--- src/sv/vehicle_command_generator_assert.svh ---
// assertion macros for the vehicle command generator
// used by files that carry concurrent checks
`ifndef VEHICLE_COMMAND_GENERATOR_ASSERT_SVH
`define VEHICLE_COMMAND_GENERATOR_ASSERT_SVH

// implication checked on every rising clock edge outside reset
`define VCG_ASSERT_IMP(label, ante, cons) \
	label: assert property (@(posedge clk) disable iff (!arst_n) (ante) |-> (cons)) \
		else $error("assertion failed");

// next-cycle implication checked outside reset
`define VCG_ASSERT_NEXT(label, ante, cons) \
	label: assert property (@(posedge clk) disable iff (!arst_n) (ante) |=> (cons)) \
		else $error("assertion failed");

`endif

--- src/sv/vcg_ram.sv ---
// generic single-port-write ram with registered read
// no dependencies
`timescale 1ns / 1ps
`default_nettype none
module vcg_ram #(
	parameter int WIDTH = 32,
	parameter int DEPTH = 16
) (
	input  wire logic                     clk,
	input  wire logic                     we,
	input  wire logic [$clog2(DEPTH)-1:0] waddr,
	input  wire logic [WIDTH-1:0]         wdata,
	input  wire logic [$clog2(DEPTH)-1:0] raddr,
	output logic [WIDTH-1:0]              rdata
);
	logic [WIDTH-1:0] mem_q [DEPTH];
	always_ff @(posedge clk) begin
		if (we)
			mem_q[waddr] <= wdata;
		rdata <= mem_q[raddr];
	end
endmodule
`default_nettype wire

--- config.mk ---
export PLATFORM = sky130hd
export DESIGN_NAME = vcg_ram
export DESIGN_NICKNAME = d
export VERILOG_FILES = /design/src/sv/vehicle_command_generator_assert.svh /design/src/sv/vcg_ram.sv
export SDC_FILE = /design/constraint.sdc
export NUM_CORES = 1
export LEC_CHECK = 0
export ABC_AREA = 1
export BUFFER_PORTS_ARGS = -buffer_cell sky130_fd_sc_hd__buf_2
export CAP_MARGIN = 15
export CORE_MARGIN = 2
export CORE_UTILIZATION = 56
export CTS_CLUSTER_DIAMETER = 40
export DETAILED_ROUTE_END_ITERATION = 7
export PLACE_DENSITY = 0.76
export SYNTH_ARGS = -nofsm -noshare
export SYNTH_HDL_FRONTEND = slang
export SYNTH_SLANG_ARGS = --single-unit
--- constraint.sdc ---
create_clock -name clk -period 2.4 [get_ports clk]
set_input_delay 0.6 -clock clk [delete_from_list [all_inputs] [get_ports clk]]
set_output_delay 0.6 -clock clk [all_outputs]
set_load 0.02 [all_outputs]
==> summary.txt <==
==============================================================================
Final wirelength                                                      51400 um
Delay of the slowest critical-path stage                               0.39 ns
Most common library cell in the layout ignoring fill and taps     sky130_fd_sc_hd__nand2_1
Remaining DRCs                                                               0
Standard-cell rows                                                          73
H-tree lvl count                                                             2
Final-report setup violation count                                           0
Distinct cell type count after synthesis                                    15
Combined area of the multi-input logic cells                        4670 sq um
Max-cap violations                                                           0
Fraction of power consumed by the clock network                          0.451
Peak supply drop                                                      0.605 mV
Sw Pwr                                                                 4.79 mW
Arrival @ worst endpoint                                               1.19 ns
Least-Margin Pin Slew                                                 0.919 ns
Path class of the lowest-slack min-delay path                           in2reg
Cell count after synthesis                                                2120
Number of filler instances in the final layout                            2794
Number of max-slew violations in the final report                            0
Final period utilization                                                 0.745
Unrepaired setup endpoints after global routing                             no
Most used cells in the layout excluding fill and tap cells        677 x sky130_fd_sc_hd__nand2_1, 512 x sky130_fd_sc_hd__edfxtp_1, 386 x sky130_fd_sc_hd__inv_1
Cell chain of the critical path                                          buf_2
Headroom to the max-slew limit                                           0.387
Via count of the first global-routing pass                               14700
Post-route setup slack                                                0.612 ns
Worst skew pair latency                                                0.61 ns
Share of total power in sequential cells                                 0.490
Comb power frac                                                          0.060
Number of nets in the layout                                              2238
Part of the Yosys area used for sequential elements                      0.705
# port buffers                                                              73
Outcome                                                           complete, no violations
Buffers and inverters on the worst path                                      1
Io pins                                                                     74
Post-CTS Setup Bufs                                                          0
Area growth syn-to-layout                                                14.4%
Maximum frequency from static timing analysis                        0.559 GHz
Minimum setup slack after placement                                   0.373 ns
Placer Congestion                                                        0.807
Effective utilization at floorplan                                       0.569
Final standard cell area without fillers                           26000 sq um
Maximum fanout along the worst path                                          1
FF+latch area                                                      16000 sq um
Core Util, Final                                                         0.651
Count of inserted antenna diode cells                                        0
Leakage                                                                11.1 nW
X dimension of the die                                                  205 um
Final worst path period need                                           1.79 ns
Number of hold buffers added after cts                                       0
Vertical extent of the die                                              205 um
Clock buffer count from CTS                                                 61
Post-route ant nets                                                          0
Cell internal pwr                                                      17.0 mW
Global route total overflow                                                  0
Placeable Area                                                     39900 sq um
Wire length of the first global-routing pass                          79500 um
Total power consumption of the routed design                           21.8 mW
Count of placed standard cells including taps                             2658
Antenna violations before repair                                             0
Via count                                                                15000
Wirelength per Cell                                                    18.5 um
Critical Path Sink Type                                            output port
Placed cell area                                                   23800 sq um
Final cell count without fillers                                          2773
Die Area                                                           42200 sq um
Number of sinks driven by the clock tree                                   544
Share of layout cells above drive strength 1                             0.106
Gate family responsible for the most delay along the worst path     flip-flops
Largest net degree at the start of global routing                          129
Global-route total usage across every layer                              0.249
Power per unit of standard cell area                               839 nW/um^2
Flip-flop and latch count after synthesis                                  544
Via density per instance                                                  5.42
Syn_nets                                                                  2162
Maximum buffer depth of the clock tree                                       3
Average cell area after synthesis                                   10.7 sq um
Start-to-end type of the worst setup path                              reg2out
Setup skew after layout                                              0.0131 ns
Switching part of the total                                              0.219
Reg clk slew, reported paths                                           0.06 ns
Area of the mapped netlist                                         22700 sq um
Yosys warning total                                                          0
Worst Hold Margin                                                     0.351 ns
Hold violation count in the final report                                     0
CTS tree                                                                 built
Data required time of the worst path                                   1.80 ns
Number of detailed-route iterations in the first pass                        6
Total negative slack                                                      0 ns
Post-cts sizing count                                                        0
Critical path launch point type                                       register
HPWL after DPL                                                        26800 um
Cell with the largest stage delay on the worst path               sky130_fd_sc_hd__dfxtp_1
Root Buffer                                                       sky130_fd_sc_hd__clkbuf_16
DRC violation total after the first TritonRoute iteration                 1703
==============================================================================
-- synthesized netlist by cell type --
library cell	count	share of area
sky130_fd_sc_hd__nand3_1	385	0.085
sky130_fd_sc_hd__nand3b_1	2	0.00066
sky130_fd_sc_hd__inv_4	1	0.00028
sky130_fd_sc_hd__nor2_1	17	0.0028
sky130_fd_sc_hd__edfxtp_1	512	0.68
sky130_fd_sc_hd__nand2_1	677	0.11
sky130_fd_sc_hd__buf_12	1	0.00088
sky130_fd_sc_hd__inv_1	388	0.064
sky130_fd_sc_hd__inv_2	1	0.00016
sky130_fd_sc_hd__buf_2	41	0.0090
sky130_fd_sc_hd__buf_4	6	0.0020
sky130_fd_sc_hd__dfxtp_1	32	0.028
sky130_fd_sc_hd__clkbuf_1	14	0.0023
sky130_fd_sc_hd__buf_1	14	0.0023
sky130_fd_sc_hd__buf_6	29	0.014
-- logic make-up (layout without fill, tap and decap cells) --
kind of cell	count (synthesis)	in the layout	share of synthesized area
and+or+nand+nor	1081	1081	0.200
DFF	544	544	0.705
buffers and inverters	495	623	0.0954
-- per-layer routing --
metal | up-vias | track usage | wire length (um)
met5 | - | 0 | 0
met4 | 0 | 0.101 | 1590
met3 | 125 | 0.0317 | 4380
met2 | 735 | 0.422 | 25400
met1 | 7159 | 0.328 | 20100
li1 | 7013 | - | -
-- cell type report --
cell class	count	share of cell area
clock buffer	76	0.0624
sequential	544	0.616
clock inverter	39	0.0213
timing repair buffer	118	0.0390
multi-input combinational	1081	0.179
inverter	390	0.0566
tap	525	0.0253
-- registers in the layout (all words and copies together) (netlist names) --
register,cells
mem_q,512
rdata,32
-- path summary, 6_finish.rpt --
| kind | to | from | slack [ns] | cells past startpoint |
|---|---|---|---|---|
| max | rdata[19] | rdata[19] | 0.61 | 1 |
| min | mem_q[1][0] | wdata[0] | 0.35 | 1 |
| max reg2reg | rdata[18] | mem_q[7][18] | 1.34 | 6 |
| min reg2reg | rdata[21] | mem_q[4][21] | 0.66 | 6 |
-- power groups by stage --
stage	Combinational, mW	Sequential, mW	Clock [mW]
final	1.30	10.7	9.83
after global routing	1.44	10.7	10.3
after CTS	1.30	10.7	9.93
after detailed placement	1.28	10.9	0
after global placement	1.24	10.9	0
after floorplan	0.726	11.0	0
Note: power is estimated with default switching activity, not from simulation.
