<file path="src/sv/vehicle_command_generator_assert.svh">
// assertion macros for the vehicle command generator
// used by files that carry concurrent checks
`ifndef VEHICLE_COMMAND_GENERATOR_ASSERT_SVH
`define VEHICLE_COMMAND_GENERATOR_ASSERT_SVH

// implication checked on every rising clock edge outside reset
`define VCG_ASSERT_IMP(label, ante, cons) \
	label: assert property (@(posedge clk) disable iff (!arst_n) (ante) |-> (cons)) \
		else $error("assertion failed");

// next-cycle implication checked outside reset
`define VCG_ASSERT_NEXT(label, ante, cons) \
	label: assert property (@(posedge clk) disable iff (!arst_n) (ante) |=> (cons)) \
		else $error("assertion failed");

`endif

</file>
<file path="src/sv/vcg_pkg.sv">
// package for the vehicle command generator
// holds widths, command codes and saturation helpers; no dependencies
`timescale 1ns / 1ps
`default_nettype none
package vcg_pkg;
	localparam int POINTS_DEF = 16;
	localparam int FRAC_DEF   = 16;

	localparam logic [1:0] CMD_LOAD  = 2'd0;
	localparam logic [1:0] CMD_PATH  = 2'd1;
	localparam logic [1:0] CMD_TICK  = 2'd2;
	localparam logic [1:0] CMD_CLEAR = 2'd3;

	localparam logic [1:0] REG_MODE  = 2'd0;
	localparam logic [1:0] REG_SGAIN = 2'd1;
	localparam logic [1:0] REG_TGAIN = 2'd2;

	localparam logic signed [63:0] S64_MAX = 64'sh7FFF_FFFF_FFFF_FFFF;
	localparam logic signed [63:0] S64_MIN = 64'sh8000_0000_0000_0000;

	typedef struct packed {
		logic [1:0]         cmd;
		logic signed [31:0] row_time;
		logic signed [31:0] row_throttle;
		logic signed [31:0] row_braking;
		logic signed [31:0] row_steering;
		logic               path_has_pose;
		logic signed [31:0] point_x;
		logic signed [31:0] point_y;
		logic [15:0]        elapsed_seconds;
	} in_item_t;

	typedef struct packed {
		logic signed [17:0] steering;
		logic [16:0]        throttle;
		logic [16:0]        braking;
		logic               div_fault;
	} out_item_t;

	// saturating signed add
	function automatic logic signed [63:0] sat_add(input logic signed [63:0] a,
			input logic signed [63:0] b);
		logic signed [64:0] s;
		s = {a[63], a} + {b[63], b};
		if (s[64] != s[63])
			return s[64] ? S64_MIN : S64_MAX;
		return s[63:0];
	endfunction
endpackage
`default_nettype wire

</file>
<file path="src/sv/vcg_divider.sv">
// 64-bit signed restoring divider, one quotient bit per cycle
// uses vcg_pkg for saturation constants
`timescale 1ns / 1ps
`default_nettype none
module vcg_divider (
	input  wire logic               clk,
	input  wire logic               arst_n,
	input  wire logic               start,
	input  wire logic signed [63:0] num,
	input  wire logic signed [63:0] den,
	output logic                    busy,
	output logic                    done,
	output logic signed [63:0]      quo,
	output logic                    zero_div
);
	import vcg_pkg::*;
	logic [63:0] rem_q, quo_q, den_q;
	logic [6:0]  cnt_q;
	logic        neg_q;
	logic [64:0] trial;
	logic signed [63:0] mag_final;

	assign trial = {rem_q[63:0], quo_q[63]} - {1'b0, den_q};
	// quotient magnitude after the current step
	assign mag_final = trial[64] ? {quo_q[62:0], 1'b0} : {quo_q[62:0], 1'b1};

	always_ff @(posedge clk or negedge arst_n) begin
		if (!arst_n) begin
			busy     <= 1'b0;
			done     <= 1'b0;
			cnt_q    <= '0;
			zero_div <= 1'b0;
			quo      <= '0;
			rem_q    <= '0;
			quo_q    <= '0;
			den_q    <= '0;
			neg_q    <= 1'b0;
		end else begin
			done <= 1'b0;
			if (start) begin
				zero_div <= 1'b0;
				if (den == '0) begin
					zero_div <= 1'b1;
					done     <= 1'b1;
					quo      <= (num > 0) ? S64_MAX : ((num < 0) ? S64_MIN : '0);
				end else if (num == S64_MIN && den == -64'sd1) begin
					done <= 1'b1;
					quo  <= S64_MAX;
				end else begin
					busy  <= 1'b1;
					cnt_q <= 7'd64;
					rem_q <= '0;
					quo_q <= num[63] ? 64'(-num) : 64'(num);
					den_q <= den[63] ? 64'(-den) : 64'(den);
					neg_q <= num[63] ^ den[63];
				end
			end else if (busy) begin
				if (!trial[64]) begin
					rem_q <= trial[63:0];
					quo_q <= {quo_q[62:0], 1'b1};
				end else begin
					rem_q <= {rem_q[62:0], quo_q[63]};
					quo_q <= {quo_q[62:0], 1'b0};
				end
				cnt_q <= cnt_q - 7'd1;
				if (cnt_q == 7'd1) begin
					busy <= 1'b0;
					done <= 1'b1;
					// quotient sign applied once the loop ends
					quo  <= neg_q ? -mag_final : mag_final;
				end
			end
			if (busy && cnt_q == 7'd0)
				busy <= 1'b0;
		end
	end
endmodule
`default_nettype wire

</file>
<file path="config.mk">
export PLATFORM = sky130hd
export DESIGN_NAME = vcg_divider
export DESIGN_NICKNAME = d
export VERILOG_FILES = /design/src/sv/vehicle_command_generator_assert.svh /design/src/sv/vcg_pkg.sv /design/src/sv/vcg_divider.sv
export SDC_FILE = /design/constraint.sdc
export NUM_CORES = 1
export LEC_CHECK = 0
export ABC_AREA = 1
export BUFFER_PORTS_ARGS = -buffer_cell sky130_fd_sc_hd__buf_2
export CAP_MARGIN = 20
export CORE_AREA = 5 5 251 301
export CTS_BUF_LIST = sky130_fd_sc_hd__clkbuf_16
export DETAILED_ROUTE_END_ITERATION = 10
export DIE_AREA = 0 0 256 306
export GPL_ROUTABILITY_DRIVEN = 0
export PLACE_DENSITY = 0.51
export SLEW_MARGIN = 20
export SYNTH_ARGS = -nofsm -noshare
export SYNTH_HDL_FRONTEND = slang
export SYNTH_SLANG_ARGS = --single-unit
</file>
<file path="constraint.sdc">
create_clock -name clk -period 5.44 [get_ports clk]
set_clock_uncertainty 0.15 [all_clocks]
set_input_delay 1.632 -clock clk [delete_from_list [all_inputs] [get_ports clk]]
set_output_delay 1.632 -clock clk [all_outputs]
set_load 0.02 [all_outputs]
</file>
==> summary.md <==
| Metric | Value |
|---|---|
| VDD IR max | `between 300 and 400 uV` |
| EDFF count, synth | `0` |
| Most used cell, CP | `nand2_1` |
| Syn nets | `3454` |
| Num CTS Buffers | `37` |
| Post-CTS sizing | `0` |
| # diodes | `0` |
| Initial DRC count | `1419` |
| Max FO, Critical Path | `5` |
| Mean Syn Cell Area | `6.60 um^2` |
| Clk buf depth | `3` |
| Residual DRC count | `0` |
| Mapped Cells | `3252` |
| H-Tree Depth | `2` |
| Part of the power in the clock network | `0.216` |
| Die width | `approximately 260 um` |
| Clk sink count | `267` |
| Total Neg Setup Slack | `0 ns` |
| DR WL/cell | `19.9 um` |
| Comb pwr share | `0.514` |
| Setup violators final | `0` |
| Die area | `78300 um^2` |
| Total I/O pin count | `198` |
| Routed Antenna Nets | `0` |
| Max-Cap Viols | `0` |
| GRT overflow | `0` |
| Power Internal | `5.84 mW` |
| Yosys warnings | `0` |
| Pwr dens | `between 400 and 500 nW/um^2` |
| Hold Vio Cnt, Final | `0` |
| Most common cell after layout, fill and taps aside | `nand2_1` |
| # port buffers | `197` |
| Switching pwr | `roughly 5.4 mW` |
| Crit end category | `register` |
| Distinct cells, synth | `just over 60` |
| Layout cell share with drive strength beyond 1 | `0.103` |
| Slowest-stage cell, CP | `fa_1` |
| Worst Path Class, Setup | `reg -> reg` |
| Ys async rst share | `1.00` |
| Starting Density | `0.297` |
| Slew at the pin closest to its max-slew limit | `0.882 ns` |
| Clock transition at path regs | `0.06 ns` |
| Final wirelength | `86700 um` |
| Crit share post-route | `0.887` |
| Seq/Total Area, Yosys | `0.311` |
| Max incr delay on CP | `0.41 ns` |
| All-layer global routing usage | `0.213` |
| Max Clk Rate | `between 200 and 250 MHz` |
| Startpoint types | `register` |
| Root Driver | `clkbuf_16` |
| Outcome | `finished, final reports clean` |
| Syn Std Cell Area | `21500 um^2` |
| Req. time, crit path | `5.79 ns` |
| Period minus WS final | `4.82 ns` |
| DRT Pass-1 Iters | `6` |
| Worst Path Arrival | `5.17 ns` |
| Worst hold slack | `between 0.3 and 0.4 ns` |
| Vias in the first global route | `22300` |
| Antenna violations before repair | `4` |
| Global-route wire length before repair | `approximately 130000 um` |
| Layout area overhead | `14.8%` |
| Max_slew headroom | `0.412` |
| CTS tree | `built` |
| Synthesized flop and latch total | `267` |
| Sw Ratio | `0.481` |
| Post-CTS Hold Buffers | `0` |
| Commonest cells after routing, fill and taps aside | `665 x nand2_1, 452 x inv_1, 403 x nor2_1, 295 x o21ai_0, 266 x dfrtp_1` |
| Crit path max-delay family | `simple AND/OR/NAND/NOR gates` |
| Fin. max-slew vios | `0` |
| CP bufs+invs | `4` |
| Skew-Pair Late Insertion Delay | `0.59 ns` |
| Worst min path class | `reg -> reg` |
| RSZ-0062 raised after global routing | `false` |
| P_leak | `11.3 nW` |
| Main synth FF type | `dfrtp_1` |
| CORE AREA | `around 70000 um^2` |
| Largest net degree at the start of global routing | `roughly 110` |
| Overall power | `roughly 11 mW` |
| DR vias | `22100` |
| Sequential Power Share | `0.270` |
| Dpl hpwl | `68800 um` |
| Vias per cell | `5.06` |
| Nets | `3606` |
| Setup Fix Bufs, Post-CTS | `0` |
| Die height | `a little over 300 um` |
| Rows | `108` |
==> path summary, 6_finish.rpt <==
| path | depth (start not counted) | slack (ns) | start | end |
|---|---|---|---|---|
| setup reg to reg | 30 | 0.62 | den_q[0] | quo[62] |
| max in group asynchronous | 2 | 3.27 | arst_n | den_q[62] |
| hold reg to reg | 2 | 0.33 | den_q[46] | den_q[46] |
| hold / removal | 2 | 0.33 | den_q[46] | den_q[46] |
| setup / recovery | 30 | 0.62 | den_q[0] | quo[62] |
| min in group asynchronous | 1 | 0.91 | arst_n | den_q[17] |
==> flip-flops by register name (all words and copies together) (netlist names) <==
register  count
busy          1
zero_div      1
done          1
quo_q        64
cnt_q         7
den_q        64
quo          64
rem_q        64
neg_q         1
==> area by class of cell <==
type | instances | area (um^2)
clock buffers | 37 | 926
clock inverters | 27 | 277
fillers | 8116 | 47500
inverters | 451 | 1690
multi-input cells | 2420 | 12600
flip-flops and latches | 267 | 6680
well taps | 935 | 1170
repair buffers | 227 | 1320
==> cells in the mapped netlist (all sizes together), types with 19 or more instances <==
library cell,number,area (um^2)
nand2,676,2570
inv,451,1690
nor2,424,1660
o21ai,367,1860
dfrtp,267,6680
a21oi,215,1090
nand3,169,878
xor2,101,885
nor3,76,400
ha,70,876
buf,69,362
nand4,60,382
clkbuf,45,170
o211ai,43,323
nor4,35,231
xnor2,33,289
o22ai,20,125
a31oi,19,119
==> power by group through the flow <==
stage	clock network [mW]	registers, mW	logic (mW)
2_1_floorplan	0	3.05	3.92
3_3_place_gp	0	3.08	5.75
3_5_place_dp	0	3.07	5.74
4_1_cts	2.50	3.05	5.77
5_1_grt	2.57	3.11	6.45
6_report	2.43	3.04	5.78
==> metrics by stage <==
| stage | instance area, um^2 | setup WS (ns) | instances | util |
|---|---|---|---|---|
| 6_report | 24600 | 0.615 | 4364 | 0.341 |
| 3_5_place_dp | 23400 | 0.153 | 4300 | 0.325 |
| 2_1_floorplan | 21500 | 1.42 | 3252 | - |
| 3_3_place_gp | 23400 | 0.159 | 4299 | 0.325 |
| 4_1_cts | 24600 | 0.651 | 4364 | 0.341 |
| 5_1_grt | 24600 | 0.101 | 4364 | 0.341 |
==> kinds of logic after synthesis <==
group,Yosys count,share of synthesized area
simple gates,1471,0.295
compound gates,744,0.194
buf+inv,565,0.104
flops,267,0.311
xor+xnor,134,0.0547
fa+ha+maj,71,0.0418
==> layer usage <==
metal  global-route usage  wire [um]
met1                0.229      32900
met2                0.419      46700
met3               0.0264       2920
met4               0.0900       4160
met5                    0         21
==> worst min-delay path: stages (launching register included) <==
cell and delay (ns):
dfrtp_1 0.34, nand2_1 0.05, o21ai_0 0.06
(Power assumes the default switching activity.)
